<file path="config.mk">
export PLATFORM = sky130hd
export DESIGN_NAME = block_gradient_orientation
export DESIGN_NICKNAME = d
export VERILOG_FILES = /design/src/rtl/core/bgo_pkg.sv /design/src/rtl/core/block_gradient_orientation.sv /design/src/rtl/core/bgo_datapath.sv /design/src/rtl/core/bgo_ctrl.sv
export VERILOG_INCLUDE_DIRS = /design/src /design/src/rtl/core
export SDC_FILE = /design/constraint.sdc
export NUM_CORES = 2
export LEC_CHECK = 0
export BUFFER_PORTS_ARGS = -buffer_cell sky130_fd_sc_hd__buf_2
export CORE_UTILIZATION = 45
export DETAILED_ROUTE_END_ITERATION = 8
export PLACE_DENSITY = 0.73
export SLEW_MARGIN = 20
export SYNTH_ARGS = -nofsm -noshare
export SYNTH_HDL_FRONTEND = slang
export SYNTH_SLANG_ARGS = --single-unit
</file>
<file path="constraint.sdc">
create_clock -name clk -period 7.2 [get_ports clk]
set_clock_uncertainty 0.05 [all_clocks]
set_input_delay 0.72 -clock clk [delete_from_list [all_inputs] [get_ports clk]]
set_output_delay 0.72 -clock clk [all_outputs]
set_load 0.03 [all_outputs]
</file>
<file path="src/rtl/core/block_gradient_orientation_assert.svh">
// ----------------------------------------------------------------------------
// block_gradient_orientation assertion macros
// concurrent checks clocked on clk, disabled while rst_n is low
// ----------------------------------------------------------------------------
`ifndef BLOCK_GRADIENT_ORIENTATION_ASSERT_SVH
`define BLOCK_GRADIENT_ORIENTATION_ASSERT_SVH

`ifndef SYNTHESIS

// condition must never hold
`define BGO_ASSERT_NEVER(lbl, expr) \
  lbl: assert property (@(posedge clk) disable iff (!rst_n) !(expr)) \
    else $error("bgo: forbidden condition seen");

// consequent must hold in the same cycle as the antecedent
`define BGO_ASSERT_IMP(lbl, ante, cons) \
  lbl: assert property (@(posedge clk) disable iff (!rst_n) (ante) |-> (cons)) \
    else $error("bgo: same-cycle implication failed");

// consequent must hold in the cycle after the antecedent
`define BGO_ASSERT_NXT(lbl, ante, cons) \
  lbl: assert property (@(posedge clk) disable iff (!rst_n) (ante) |=> (cons)) \
    else $error("bgo: next-cycle implication failed");

`else

`define BGO_ASSERT_NEVER(lbl, expr)
`define BGO_ASSERT_IMP(lbl, ante, cons)
`define BGO_ASSERT_NXT(lbl, ante, cons)

`endif

`endif

</file>
<file path="src/rtl/core/bgo_pkg.sv">
// ----------------------------------------------------------------------------
// bgo_pkg
// shared types and constants of the block gradient orientation core
// ----------------------------------------------------------------------------
package bgo_pkg;

  localparam int GRAD_W      = 11;   // signed sobel gradient
  localparam int PROD_W      = 22;   // signed product of two gradients
  localparam int ACC_W       = 34;   // energy accumulators, wrap modulo 2^34
  localparam int CX_W        = 44;   // cordic x/y working width
  localparam int NORM_BIT    = 40;   // normalised magnitude has this bit set
  localparam int ANG_W       = 29;   // signed angle, 2^-20 degree units
  localparam int SUM_W       = 30;   // angle plus half turn
  localparam int DEG_FRAC    = 20;
  localparam int DEG_W       = 8;
  localparam int CORDIC_STEPS = 24;
  localparam int STEP_W      = $clog2(CORDIC_STEPS);
  localparam int ATAN_W      = 26;

  localparam logic signed [ANG_W-1:0] DEG45  = ANG_W'(47185920);
  localparam logic signed [ANG_W-1:0] DEG90  = ANG_W'(94371840);
  localparam logic signed [ANG_W-1:0] DEG180 = ANG_W'(188743680);
  localparam logic [DEG_W-1:0]        DEG_MAX = DEG_W'(180);

  typedef logic [STEP_W-1:0] step_idx_t;

  // controller to datapath
  typedef struct packed {
    logic      accept;   // item taken this cycle
    logic      load;     // fold sums into first octant, clear accumulators
    logic      norm;     // one normalising shift
    logic      step;     // one cordic micro-rotation
    step_idx_t idx;      // micro-rotation index
    logic      finish;   // clamp and unfold the octant angle
    logic      emit;     // write the result register
  } bgo_cmd_t;

  // datapath to controller
  typedef struct packed {
    logic special;       // exact angle known, no rotation needed
    logic norm_done;     // magnitude has reached the normalised range
  } bgo_status_t;

  // round(atan(2^-i) in degrees * 2^20)
  function automatic logic [ATAN_W-1:0] bgo_atan(input step_idx_t idx);
    logic [ATAN_W-1:0] val;
    case (idx)
      5'd0:    val = ATAN_W'(47185920);
      5'd1:    val = ATAN_W'(27855475);
      5'd2:    val = ATAN_W'(14718068);
      5'd3:    val = ATAN_W'(7471121);
      5'd4:    val = ATAN_W'(3750058);
      5'd5:    val = ATAN_W'(1876857);
      5'd6:    val = ATAN_W'(938658);
      5'd7:    val = ATAN_W'(469357);
      5'd8:    val = ATAN_W'(234682);
      5'd9:    val = ATAN_W'(117342);
      5'd10:   val = ATAN_W'(58671);
      5'd11:   val = ATAN_W'(29335);
      5'd12:   val = ATAN_W'(14668);
      5'd13:   val = ATAN_W'(7334);
      5'd14:   val = ATAN_W'(3667);
      5'd15:   val = ATAN_W'(1833);
      5'd16:   val = ATAN_W'(917);
      5'd17:   val = ATAN_W'(458);
      5'd18:   val = ATAN_W'(229);
      5'd19:   val = ATAN_W'(115);
      5'd20:   val = ATAN_W'(57);
      5'd21:   val = ATAN_W'(29);
      5'd22:   val = ATAN_W'(14);
      5'd23:   val = ATAN_W'(7);
      default: val = '0;
    endcase
    return val;
  endfunction

endpackage

</file>
<file path="src/rtl/core/block_gradient_orientation.sv">
// ----------------------------------------------------------------------------
// block_gradient_orientation
// throughput: one pixel per cycle inside a block; after the last pixel the
//   input pauses until the result is in the output register
// processing: after the last pixel the sums pass the normalising shifter
//   and the 24-step shared cordic; both are skipped when the sums give an
//   exact angle (zero, axis or diagonal); the result is held back while the
//   previous result still waits in the output register
// reset: synchronous rst_n clears both energy sums, sequencer and valid flag
// ----------------------------------------------------------------------------
`include "block_gradient_orientation_assert.svh"

module block_gradient_orientation import bgo_pkg::*; (
  input  logic        clk,
  input  logic        rst_n,
  // pixel gradients
  input  logic        in_tvalid,
  output logic        in_tready,
  input  logic [23:0] in_tdata,   // [10:0] grad_x, [21:11] grad_y, [23:22] zero
  input  logic        in_tlast,   // block_last
  // block orientation
  output logic        out_tvalid,
  input  logic        out_tready,
  output logic [7:0]  out_tdata   // [7:0] orientation_deg
);

  bgo_cmd_t    cmd;
  bgo_status_t status;

  // sequencer: keeps ready high while a block streams in, drops it from
  // the last pixel until the result has been placed in the output register
  bgo_ctrl u_ctrl (
    .clk        (clk),
    .rst_n      (rst_n),
    .in_tvalid  (in_tvalid),
    .in_tlast   (in_tlast),
    .in_tready  (in_tready),
    .out_tvalid (out_tvalid),
    .out_tready (out_tready),
    .status     (status),
    .cmd        (cmd)
  );

  // products are registered ahead of the 34-bit sums; the
  // cordic and output register sit behind the accumulators, and a result
  // still waiting in the output register holds the sequencer in its emit
  // state with the input closed
  bgo_datapath u_dp (
    .clk             (clk),
    .rst_n           (rst_n),
    .cmd             (cmd),
    .grad_x          ($signed(in_tdata[GRAD_W-1:0])),
    .grad_y          ($signed(in_tdata[2*GRAD_W-1:GRAD_W])),
    .status          (status),
    .orientation_deg (out_tdata)
  );

  // no pixel is taken while the angle is being worked out
  `BGO_ASSERT_NEVER(a_no_accept_busy, in_tready && (cmd.load || cmd.norm || cmd.step))
  // the result register is written only when its item has gone or is going
  `BGO_ASSERT_IMP(a_emit_slot_free, cmd.emit, !out_tvalid || out_tready)
  // a taken last pixel closes the input until the result is out
  `BGO_ASSERT_NXT(a_last_closes_input, in_tvalid && in_tready && in_tlast, !in_tready)
  // orientation never leaves the half turn
  `BGO_ASSERT_IMP(a_result_range, out_tvalid, out_tdata <= DEG_MAX)

endmodule

</file>
<file path="src/rtl/core/bgo_datapath.sv">
// ----------------------------------------------------------------------------
// bgo_datapath
// gradient products, energy accumulators, normaliser, cordic and result
// ----------------------------------------------------------------------------
module bgo_datapath import bgo_pkg::*; (
  input  logic                     clk,
  input  logic                     rst_n,
  input  bgo_cmd_t                 cmd,
  input  logic signed [GRAD_W-1:0] grad_x,
  input  logic signed [GRAD_W-1:0] grad_y,
  output bgo_status_t              status,
  output logic [DEG_W-1:0]         orientation_deg
);

  // product stage
  logic signed [PROD_W-1:0] sq_x_c, sq_y_c, xy_c;
  logic signed [PROD_W-1:0] sq_x_r, sq_y_r, xy_r;
  logic                     prod_vld_r;

  assign sq_x_c = PROD_W'(grad_x) * PROD_W'(grad_x);
  assign sq_y_c = PROD_W'(grad_y) * PROD_W'(grad_y);
  assign xy_c   = PROD_W'(grad_x) * PROD_W'(grad_y);

  always_ff @(posedge clk) begin
    if (cmd.accept) begin
      sq_x_r <= sq_x_c;
      sq_y_r <= sq_y_c;
      xy_r   <= xy_c;
    end
  end

  // accumulators
  logic signed [ACC_W-1:0] diff_r, cross_r;
  logic signed [ACC_W-1:0] diff_nxt, cross_nxt;

  assign diff_nxt  = diff_r + {{(ACC_W-PROD_W){sq_x_r[PROD_W-1]}}, sq_x_r}
                            - {{(ACC_W-PROD_W){sq_y_r[PROD_W-1]}}, sq_y_r};
  assign cross_nxt = cross_r + {{(ACC_W-PROD_W-1){xy_r[PROD_W-1]}}, xy_r, 1'b0};

  always_ff @(posedge clk) begin
    if (!rst_n) begin
      prod_vld_r <= 1'b0;
      diff_r     <= '0;
      cross_r    <= '0;
    end else begin
      prod_vld_r <= cmd.accept;
      if (cmd.load) begin
        diff_r  <= '0;
        cross_r <= '0;
      end else if (prod_vld_r) begin
        diff_r  <= diff_nxt;
        cross_r <= cross_nxt;
      end
    end
  end

  // octant fold
  logic [ACC_W-1:0] ax_abs, ay_abs, big_c, small_c;
  logic             swap_c, special_c;

  assign ax_abs    = cross_r[ACC_W-1] ? ACC_W'(-cross_r) : ACC_W'(cross_r);
  assign ay_abs    = diff_r[ACC_W-1]  ? ACC_W'(-diff_r)  : ACC_W'(diff_r);
  assign swap_c    = ay_abs > ax_abs;
  assign big_c     = swap_c ? ay_abs : ax_abs;
  assign small_c   = swap_c ? ax_abs : ay_abs;
  assign special_c = (small_c == '0) || (small_c == big_c);

  // cordic
  logic signed [CX_W-1:0]  cx_r, cy_r, xs_c, ys_c;
  logic signed [ANG_W-1:0] z_r, atan_c;
  logic                    swap_r, xneg_r, yneg_r, special_r;

  assign xs_c   = cx_r >>> cmd.idx;
  assign ys_c   = cy_r >>> cmd.idx;
  assign atan_c = $signed({{(ANG_W-ATAN_W){1'b0}}, bgo_atan(cmd.idx)});

  always_ff @(posedge clk) begin
    if (cmd.load) begin
      cx_r      <= {{(CX_W-ACC_W){1'b0}}, big_c};
      cy_r      <= {{(CX_W-ACC_W){1'b0}}, small_c};
      z_r       <= (special_c && small_c != '0) ? DEG45 : '0;
      swap_r    <= swap_c;
      xneg_r    <= cross_r[ACC_W-1];
      yneg_r    <= diff_r[ACC_W-1];
      special_r <= special_c;
    end else if (cmd.norm) begin
      // coarse shift while far below range, then bit by bit
      if (cx_r[NORM_BIT:NORM_BIT-8] == '0) begin
        cx_r <= cx_r << 8;
        cy_r <= cy_r << 8;
      end else begin
        cx_r <= cx_r << 1;
        cy_r <= cy_r << 1;
      end
    end else if (cmd.step) begin
      if (!cy_r[CX_W-1]) begin
        cx_r <= cx_r + ys_c;
        cy_r <= cy_r - xs_c;
        z_r  <= z_r + atan_c;
      end else begin
        cx_r <= cx_r - ys_c;
        cy_r <= cy_r + xs_c;
        z_r  <= z_r - atan_c;
      end
    end
  end

  assign status.special   = special_r;
  assign status.norm_done = cx_r[NORM_BIT];

  // clamp and unfold
  logic signed [ANG_W-1:0] zc_c, a1_c, a2_c, a3_c, ang_r;

  always_comb begin
    if (z_r < 0) begin
      zc_c = '0;
    end else if (z_r > DEG45) begin
      zc_c = DEG45;
    end else begin
      zc_c = z_r;
    end
    a1_c = swap_r ? DEG90 - zc_c : zc_c;
    a2_c = xneg_r ? DEG180 - a1_c : a1_c;
    a3_c = yneg_r ? -a2_c : a2_c;
  end

  always_ff @(posedge clk) begin
    if (cmd.finish) begin
      ang_r <= a3_c;
    end
  end

  // half of (angle + 180 degrees) in whole degrees
  logic signed [SUM_W-1:0] s_c;
  logic [SUM_W-1:0]        s_pos_c;
  logic [SUM_W-DEG_FRAC-2:0] deg_c;
  logic [DEG_W-1:0]        out_r;

  assign s_c     = {ang_r[ANG_W-1], ang_r} + {1'b0, DEG180};
  assign s_pos_c = s_c[SUM_W-1] ? '0 : SUM_W'(s_c);
  assign deg_c   = s_pos_c[SUM_W-1:DEG_FRAC+1];

  always_ff @(posedge clk) begin
    if (cmd.emit) begin
      out_r <= (deg_c > {1'b0, DEG_MAX}) ? DEG_MAX : deg_c[DEG_W-1:0];
    end
  end

  assign orientation_deg = out_r;

endmodule

</file>
<file path="src/rtl/core/bgo_ctrl.sv">
// ----------------------------------------------------------------------------
// bgo_ctrl
// sequencer for accumulate, fold, normalise, rotate and emit
// ----------------------------------------------------------------------------
module bgo_ctrl import bgo_pkg::*; (
  input  logic        clk,
  input  logic        rst_n,
  input  logic        in_tvalid,
  input  logic        in_tlast,
  output logic        in_tready,
  output logic        out_tvalid,
  input  logic        out_tready,
  input  bgo_status_t status,
  output bgo_cmd_t    cmd
);

  typedef enum logic [2:0] {
    S_RUN,
    S_DRAIN,
    S_LOAD,
    S_NORM,
    S_CORDIC,
    S_FIN,
    S_EMIT
  } state_t;

  state_t    state_r, state_nxt;
  step_idx_t cnt_r, cnt_nxt;
  logic      in_tready_r, in_tready_nxt;
  logic      out_valid_r, out_valid_nxt;
  logic      accept;

  assign accept = in_tvalid && in_tready_r;

  always_comb begin
    state_nxt     = state_r;
    cnt_nxt       = cnt_r;
    in_tready_nxt = in_tready_r;
    out_valid_nxt = out_valid_r && !out_tready;
    cmd           = '0;
    cmd.accept    = accept;
    cmd.idx       = cnt_r;
    case (state_r)
      S_RUN: begin
        if (accept && in_tlast) begin
          state_nxt     = S_DRAIN;
          in_tready_nxt = 1'b0;
        end
      end
      S_DRAIN: begin
        state_nxt = S_LOAD;
      end
      S_LOAD: begin
        cmd.load  = 1'b1;
        state_nxt = S_NORM;
      end
      S_NORM: begin
        if (status.special) begin
          state_nxt = S_FIN;
        end else if (status.norm_done) begin
          state_nxt = S_CORDIC;
          cnt_nxt   = '0;
        end else begin
          cmd.norm = 1'b1;
        end
      end
      S_CORDIC: begin
        cmd.step = 1'b1;
        if (cnt_r == STEP_W'(CORDIC_STEPS - 1)) begin
          state_nxt = S_FIN;
        end else begin
          cnt_nxt = cnt_r + 1'b1;
        end
      end
      S_FIN: begin
        cmd.finish = 1'b1;
        state_nxt  = S_EMIT;
      end
      S_EMIT: begin
        if (!out_valid_r || out_tready) begin
          cmd.emit      = 1'b1;
          out_valid_nxt = 1'b1;
          in_tready_nxt = 1'b1;
          state_nxt     = S_RUN;
        end
      end
      default: begin
        state_nxt     = S_RUN;
        in_tready_nxt = 1'b1;
      end
    endcase
  end

  always_ff @(posedge clk) begin
    if (!rst_n) begin
      state_r     <= S_RUN;
      cnt_r       <= '0;
      in_tready_r <= 1'b1;
      out_valid_r <= 1'b0;
    end else begin
      state_r     <= state_nxt;
      cnt_r       <= cnt_nxt;
      in_tready_r <= in_tready_nxt;
      out_valid_r <= out_valid_nxt;
    end
  end

  assign in_tready  = in_tready_r;
  assign out_tvalid = out_valid_r;

endmodule

</file>
## Yosys cells after proc, flatten, opt, wreduce, memory -nomap -nowiden

Memory sizes are Yosys's and may differ from the RTL's. A register that Yosys moved wholly into a read port is not among the register bits.
Cells that the tools add are included.
Widths: inputs -> output; s select.

- $add $sub $neg: 16
- $mul: 3
- Divide/modulo/power cells: 0
- Order comparisons: 4
- Equality and inequality tests: 16
- Shift operators: 2
- Multiplexer cells: 50
- Bitwise logic cells: 2
- Reduce and logical (&&, ||, !) cells: 22

Operator list:

| operator | number |
|---|---|
| $mux 44 | 8 |
| $mux 29 | 10 |
| $mux 34 | 6 |
| $add 44x44->44 | 2 |
| $sshr 44x5->44 | 2 |
| $sub 44x44->44 | 2 |
| $add 34x34->34 | 2 |
| $neg 34->34 | 2 |
| $mul 11x11->22 | 3 |
| $eq 34x34->1 | 1 |
| $gt 34x34->1 | 1 |
| $logic_not 34->1 | 1 |
| $reduce_bool 34->1 | 1 |
| $sub 34x34->34 | 1 |
| $add 29x29->30 const B | 1 |
| $add 29x27->29 | 1 |
| $gt 29x27->1 const B | 1 |
| $lt 29x1->1 const B | 1 |
| $neg 29->29 | 1 |
| $sub 28x29->29 const A | 1 |
| $sub 29x27->29 | 1 |
| $sub 29x29->29 const A | 1 |
| $mux 26 | 1 |
| $mux 5 | 5 |
| other kinds (27) | 59 |

- Bits in registers: 303
- Latch bits: 0
- Bits in writable memories: 0
- ROM bits: 832
- Input port bits: 29
- Output and inout port bits: 10
- Logic and storage cells: 137
- Memories kept: 1

Memory list:

| memory | words | width | rd ports | clocked after Yosys merged registers in | wr ports | line | text |
|---|---|---|---|---|---|---|---|
| (no name shown) | 32 | 26 | 1 | 1 | 0 | bgo_pkg.sv:47 | `case (idx)` |

## Logic depth before layout (Yosys ltp)

- Depth after elaboration: 9
- Depth in mapped cells: 32
- Gate-level depth less buffers: 26

## Modules after synthesis

From an unflattened synthesis, not the netlist that was laid out.

- Cells, all modules: 5637
- Area total of the unflattened synthesis: 48327.6 um^2

By module, submodules not included:

| module | instances | cells an instance | area each (um^2) | seq. area each (um^2) |
|---|---|---|---|---|
| bgo_datapath | 1 | 5571 | 47755.8 | 7196.9 |
| bgo_ctrl | 1 | 66 | 571.8 | 200.2 |

## Least setup slack after synthesis

No wires, ideal clock.

- Path kind: reg2reg
- Start: reg u_ctrl.cnt_r[0]
- End: reg u_dp.cy_r[39]
- Setup time: 0.095 ns
- Arrival time: 6.592 ns
- Data required time: 7.055 ns
- Setup slack: 0.463 ns
- Stages on the path, launching flop included: 28
- Buffers on the path: 3
- Clock period less this slack: 6.737 ns
- Cells stage by stage: dfxtp_1 > buf_6 > buf_2 > buf_1 > mux4_2 > mux4_2 > mux2_2 > nor4_2 > nand2_1 > nor4bb_1 > nand2_1 > nor2_1 > a21oi_1 > xnor2_1 > ha_1 > a21o_1 > a21o_1 > a21o_1 > a21oi_1 > nor2b_1 > o21ai_0 > o211ai_1 > a21oi_1 > nor2_1 > nor3_1 > o21ai_0 > xnor2_1 > a221oi_1

- Word-level cells in the longest chain between the ends: 5
- Elaborated cells on any way between the ends: 6
- Those cells by class: add/sub (2); shift (1); mux (3)

RTL lines:

| item | line | text |
|---|---|---|
| start, declared | bgo_ctrl.sv:28 | `step_idx_t cnt_r, cnt_nxt;` |
| start signal, assigned | bgo_ctrl.sv:102 | `cnt_r <= cnt_nxt;` |
| $sshr 44x5->44 (*) | bgo_datapath.sv:73 | `assign xs_c = cx_r >>> cmd.idx;` |
| $sub 44x44->44 or $add 44x44->44 (tied branches) | bgo_datapath.sv:98, bgo_datapath.sv:102 |  |
| $mux 44 (*) | bgo_datapath.sv:96 | `if (!cy_r[CX_W-1]) begin` |
| $mux 44 (*) | bgo_datapath.sv:95 | `end else if (cmd.step) begin` |
| $mux 44 (*) | bgo_datapath.sv:86 | `end else if (cmd.norm) begin` |
| end signal, assigned | bgo_datapath.sv:90 | `cy_r <= cy_r << 8;` |
| end signal, assigned | bgo_datapath.sv:98 | `cy_r <= cy_r - xs_c;` |
| end signal, assigned | bgo_datapath.sv:102 | `cy_r <= cy_r + xs_c;` |
| end, declared | bgo_datapath.sv:69 | `logic signed [CX_W-1:0] cx_r, cy_r, xs_c, ys_c;` |

Mark *: on every way between the ends. The rest lies on a longest branch, timed or not. The select of a mux whose other input is x is not followed.
A chain may end at the register's enable or synchronous reset.

## Worst setup path in the final report

- Start: reg u_dp.cy_r[33]
- End: reg u_dp.cx_r[42]

- Word-level cells in the longest chain between the ends: 5
- Elaborated cells on any way between the ends: 6
- Those cells by class: add/sub (2); shift (1); mux (3)

RTL lines:

| item | line | text |
|---|---|---|
| start signal, assigned | bgo_datapath.sv:80 | `cy_r <= {{(CX_W-ACC_W){1'b0}}, small_c};` |
| start signal, assigned | bgo_datapath.sv:90 |  |
| start signal, assigned | bgo_datapath.sv:93 | `cy_r <= cy_r << 1;` |
| $sshr 44x5->44 (*) | bgo_datapath.sv:74 | `assign ys_c = cy_r >>> cmd.idx;` |
| $add 44x44->44 or $sub 44x44->44 (tied branches) | bgo_datapath.sv:97, bgo_datapath.sv:101 |  |
| $mux 44 (*) | bgo_datapath.sv:96 |  |
| $mux 44 (*) | bgo_datapath.sv:95 |  |
| $mux 44 (*) | bgo_datapath.sv:86 |  |
| end signal, assigned | bgo_datapath.sv:89 | `cx_r <= cx_r << 8;` |
| end signal, assigned | bgo_datapath.sv:97 | `cx_r <= cx_r + ys_c;` |
| end signal, assigned | bgo_datapath.sv:101 | `cx_r <= cx_r - ys_c;` |
| end, declared | bgo_datapath.sv:69 |  |

Marks and branches as above.

==> impl_metrics.json <==
{
  "status": "finished clean",
  "ys_types": 99,
  "grt_pass1_wl_um": 220500,
  "die_w_um": 327.3,
  "wirelength_um": 138500,
  "crit_type": "register to register",
  "start_util": 0.4567,
  "min_period_ps": 6846,
  "finalWeightedCongestion": 1.000,
  "first_iter_violations": 4008,
  "antenna_left": 0,
  "synth_top_flop_cell": "edfxtp_1",
  "endpoint_kind": "register",
  "die_height_um": 327.3,
  "drive_gt1_frac": 0.07995,
  "rsz0062_at_grt": "false",
  "maxCapViolCount": 0,
  "insertion_delay_ps": 610,
  "cts.sinks": 305,
  "synthArstFlopShare": 0,
  "worstHoldPathType": "input pin to register",
  "slew_headroom": 0.1922,
  "antenna_found_initial": 9,
  "clkTransAtPathRegs_ps": 60,
  "wl_per_cell_um": 19.93,
  "cp.required_ps": 7630,
  "multiInputGateArea_mm2": 0.03645,
  "synth-xor-area-share": 0.07359,
  "cts_tree": "done",
  "synth_top_family_by_area": "adder cells",
  "clockBufferDepth": 3,
  "yosysSeqAreaShare": 0.1663,
  "syn_inst": 5599,
  "fin_nets": 6291,
  "coreArea_mm2": 0.1042,
  "fmax_mhz": 146.1,
  "synth-edff-count": 181,
  "regArea_mm2": 0.007939,
  "synthToLayoutAreaGrowth_pct": 6.855,
  "setup_viol": 0,
  "synth_warnings": 0,
  "worstPathMaxFanout": 8,
  "synthSimpleGateAreaFrac": 0.1747,
  "synth_compound_area_frac": 0.1740,
  "grt.total_usage": 0.2549,
  "max_slew.worst_pin.slew_ps": 1207,
  "drc": 0,
  "hold_start": "in_tvalid",
  "gr-total-overflow": 0,
  "startpoint_type": "register",
  "ys_seq_elements": 305,
  "n_fill_cell": 9909,
  "hpwl_um": 107600,
  "hold_viol": 0,
  "viasPerCell": 5.993,
  "drt_pass1_iterations": 5,
  "arrival_ps": 7280,
  "num_vias": 41637,
  "die-area_mm2": 0.1071,
  "startpoint": "u_dp.cy_r[33]$_DFFE_PP_",
  "synth_nets": 6354,
  "synthAdderAreaFrac": 0.2484,
  "grt_max_degree": 88,
  "period_share": 0.9508,
  "cts_htree_levels": 2,
  "rows": 118,
  "setup_tns_ps": 0,
  "numCtsBuffers": 38,
  "root_buffer": "clkbuf_16",
  "grt_pass1_vias": 40686,
  "portBuffers": 36,
  "syn_area_mm2": 0.04760,
  "synth_mux_area_frac": 0.09428,
  "rr_startpoint": "u_dp.cy_r[33]$_DFFE_PP_",
  "finalMaxSlewViolations": 0,
  "synth_area_per_cell_um2": 8.502,
  "io_pins": 39
}
cell usage after synthesis, types with 12 or more instances:
cell | n | area share
a211oi_1 | 61 | 0.0096
a21boi_0 | 21 | 0.0033
a21o_1 | 80 | 0.013
a21oi_1 | 390 | 0.041
a221oi_1 | 20 | 0.0037
a22oi_1 | 12 | 0.0019
a31oi_1 | 49 | 0.0064
a41oi_1 | 13 | 0.0024
and2_1 | 171 | 0.022
and3_1 | 35 | 0.0046
buf_1 | 31 | 0.0024
buf_2 | 21 | 0.0022
clkbuf_1 | 205 | 0.016
dfxtp_1 | 124 | 0.052
edfxtp_1 | 181 | 0.11
fa_1 | 365 | 0.15
ha_1 | 361 | 0.095
inv_1 | 559 | 0.044
mux2_2 | 53 | 0.013
mux2i_1 | 129 | 0.027
mux4_1 | 14 | 0.0077
mux4_2 | 95 | 0.045
nand2_1 | 527 | 0.042
nand2b_1 | 77 | 0.010
nand3_1 | 113 | 0.012
nand4_1 | 45 | 0.0059
nor2_1 | 423 | 0.033
nor2b_1 | 56 | 0.0074
nor3_1 | 107 | 0.011
nor4_1 | 39 | 0.0051
o211ai_1 | 43 | 0.0068
o21a_1 | 58 | 0.0091
o21ai_0 | 320 | 0.034
o21bai_1 | 15 | 0.0024
o221ai_1 | 12 | 0.0022
o22ai_1 | 31 | 0.0041
o31ai_1 | 40 | 0.0063
o41ai_1 | 18 | 0.0033
or2_2 | 17 | 0.0022
or3_1 | 35 | 0.0046
xnor2_1 | 277 | 0.051
xor2_1 | 123 | 0.023
per-layer routing:
metal  routed length (um)  part of all wire  vias to the layer above  track usage
li1                     -                 -                    19572            -
met5                   92           0.00066                        -            0
met4                 5440             0.039                        8      0.09864
met2                63990              0.46                     1596       0.4204
met1                58580              0.42                    20156       0.3389
met3                10390             0.075                      305      0.03385
cell type report:
type	count	share of cell area
antenna	2	0.00009839
clock buffer	51	0.02179
clock inverter	19	0.005067
inverter	568	0.04194
multi-input combinational	4457	0.7166
sequential	305	0.1561
tap	1380	0.03394
timing repair buffer	166	0.02450
cells by family after synthesis:
family,count (synthesis)
AOI/OAI and AO/OA,1313
xor gates and xnor gates,400
adders and majority gates,726
buffers and inverters,837
DFF,305
muxes,299
and+or+nand+nor,1719
worst paths after layout:
check	endpoint	slack, ps	cells after the start
worst max-delay path	u_dp.cx_r[42]$_SDFFE_PP0P_	350	23
worst min-delay path	u_dp.prod_vld_r$_SDFF_PN0_	360	2
worst max register to register	u_dp.cx_r[42]$_SDFFE_PP0P_	350	23
worst min register to register	u_dp.diff_r[27]$_SDFFE_PP0P_	450	2
layout by cell type, fill, tap and decap left out, types with 49 or more instances in the layout:
cell      instances
nor3_1          105
xor2_1          123
nor2_1          421
o21a_1           58
nand3_1         113
nand2b_1         77
and2_1          170
inv_1           559
fa_1            365
a211oi_1         61
ha_1            361
nor2b_1          56
buf_4           123
mux4_2           95
nand2_1         524
mux2_2           53
o21ai_0         319
mux2i_1         129
a21o_1           80
edfxtp_1        181
a21oi_1         390
xnor2_1         277
a31oi_1          49
dfxtp_1         117
sequential cells by signal, summed over array words and instances (netlist names), 22 cells and up:
| signal | count |
|---|---|
| u_dp.xy_r | 22 |
| u_dp.cx_r | 44 |
| u_dp.diff_r | 34 |
| u_dp.cross_r | 33 |
| u_dp.z_r | 29 |
| u_dp.cy_r | 44 |
| u_dp.atan_c | 26 |
stage by stage:
step	cells	hold slack (ps)	cell area [um2]	util	setup slack, ps
after global placement	6868	417.9	49400	0.4739	382.0
after global routing	6948	357.8	50870	0.4880	21.00
final	6948	360.4	50870	0.4880	354.0
after CTS	6938	339.2	50760	0.4870	344.2
after floorplan	5599	356.4	47600	-	463.1
after detailed placement	6868	439.2	49400	0.4739	333.0
repair_timing:
action,4_1_cts,5_1_grt
endpoints found under the setup margin,0,10
buffers inserted,0,8
hold buffers,0,0
gates resized for setup,0,4
worst max-delay path: stages, from the launching register on:
cell and delay (ps):
edfxtp_1 590, mux4_1 640, mux4_2 560, a211oi_1 380, mux2_2 240, nand2_1 80
nor4_1 330, buf_4 240, a31oi_1 110, xnor2_1 170, ha_1 230, a211o_1 300
or4b_2 630, a21oi_1 170, o21ba_2 210, o21ai_0 130, a221o_1 360, a21o_1 200
a211oi_1 240, buf_4 160, o21ai_0 80, a221oi_1 330, xor2_1 180, o22ai_1 90
Power is left out: the tool's default activity adds up to more than one toggle a clock period on the data nets, which glitch-free logic cannot reach.
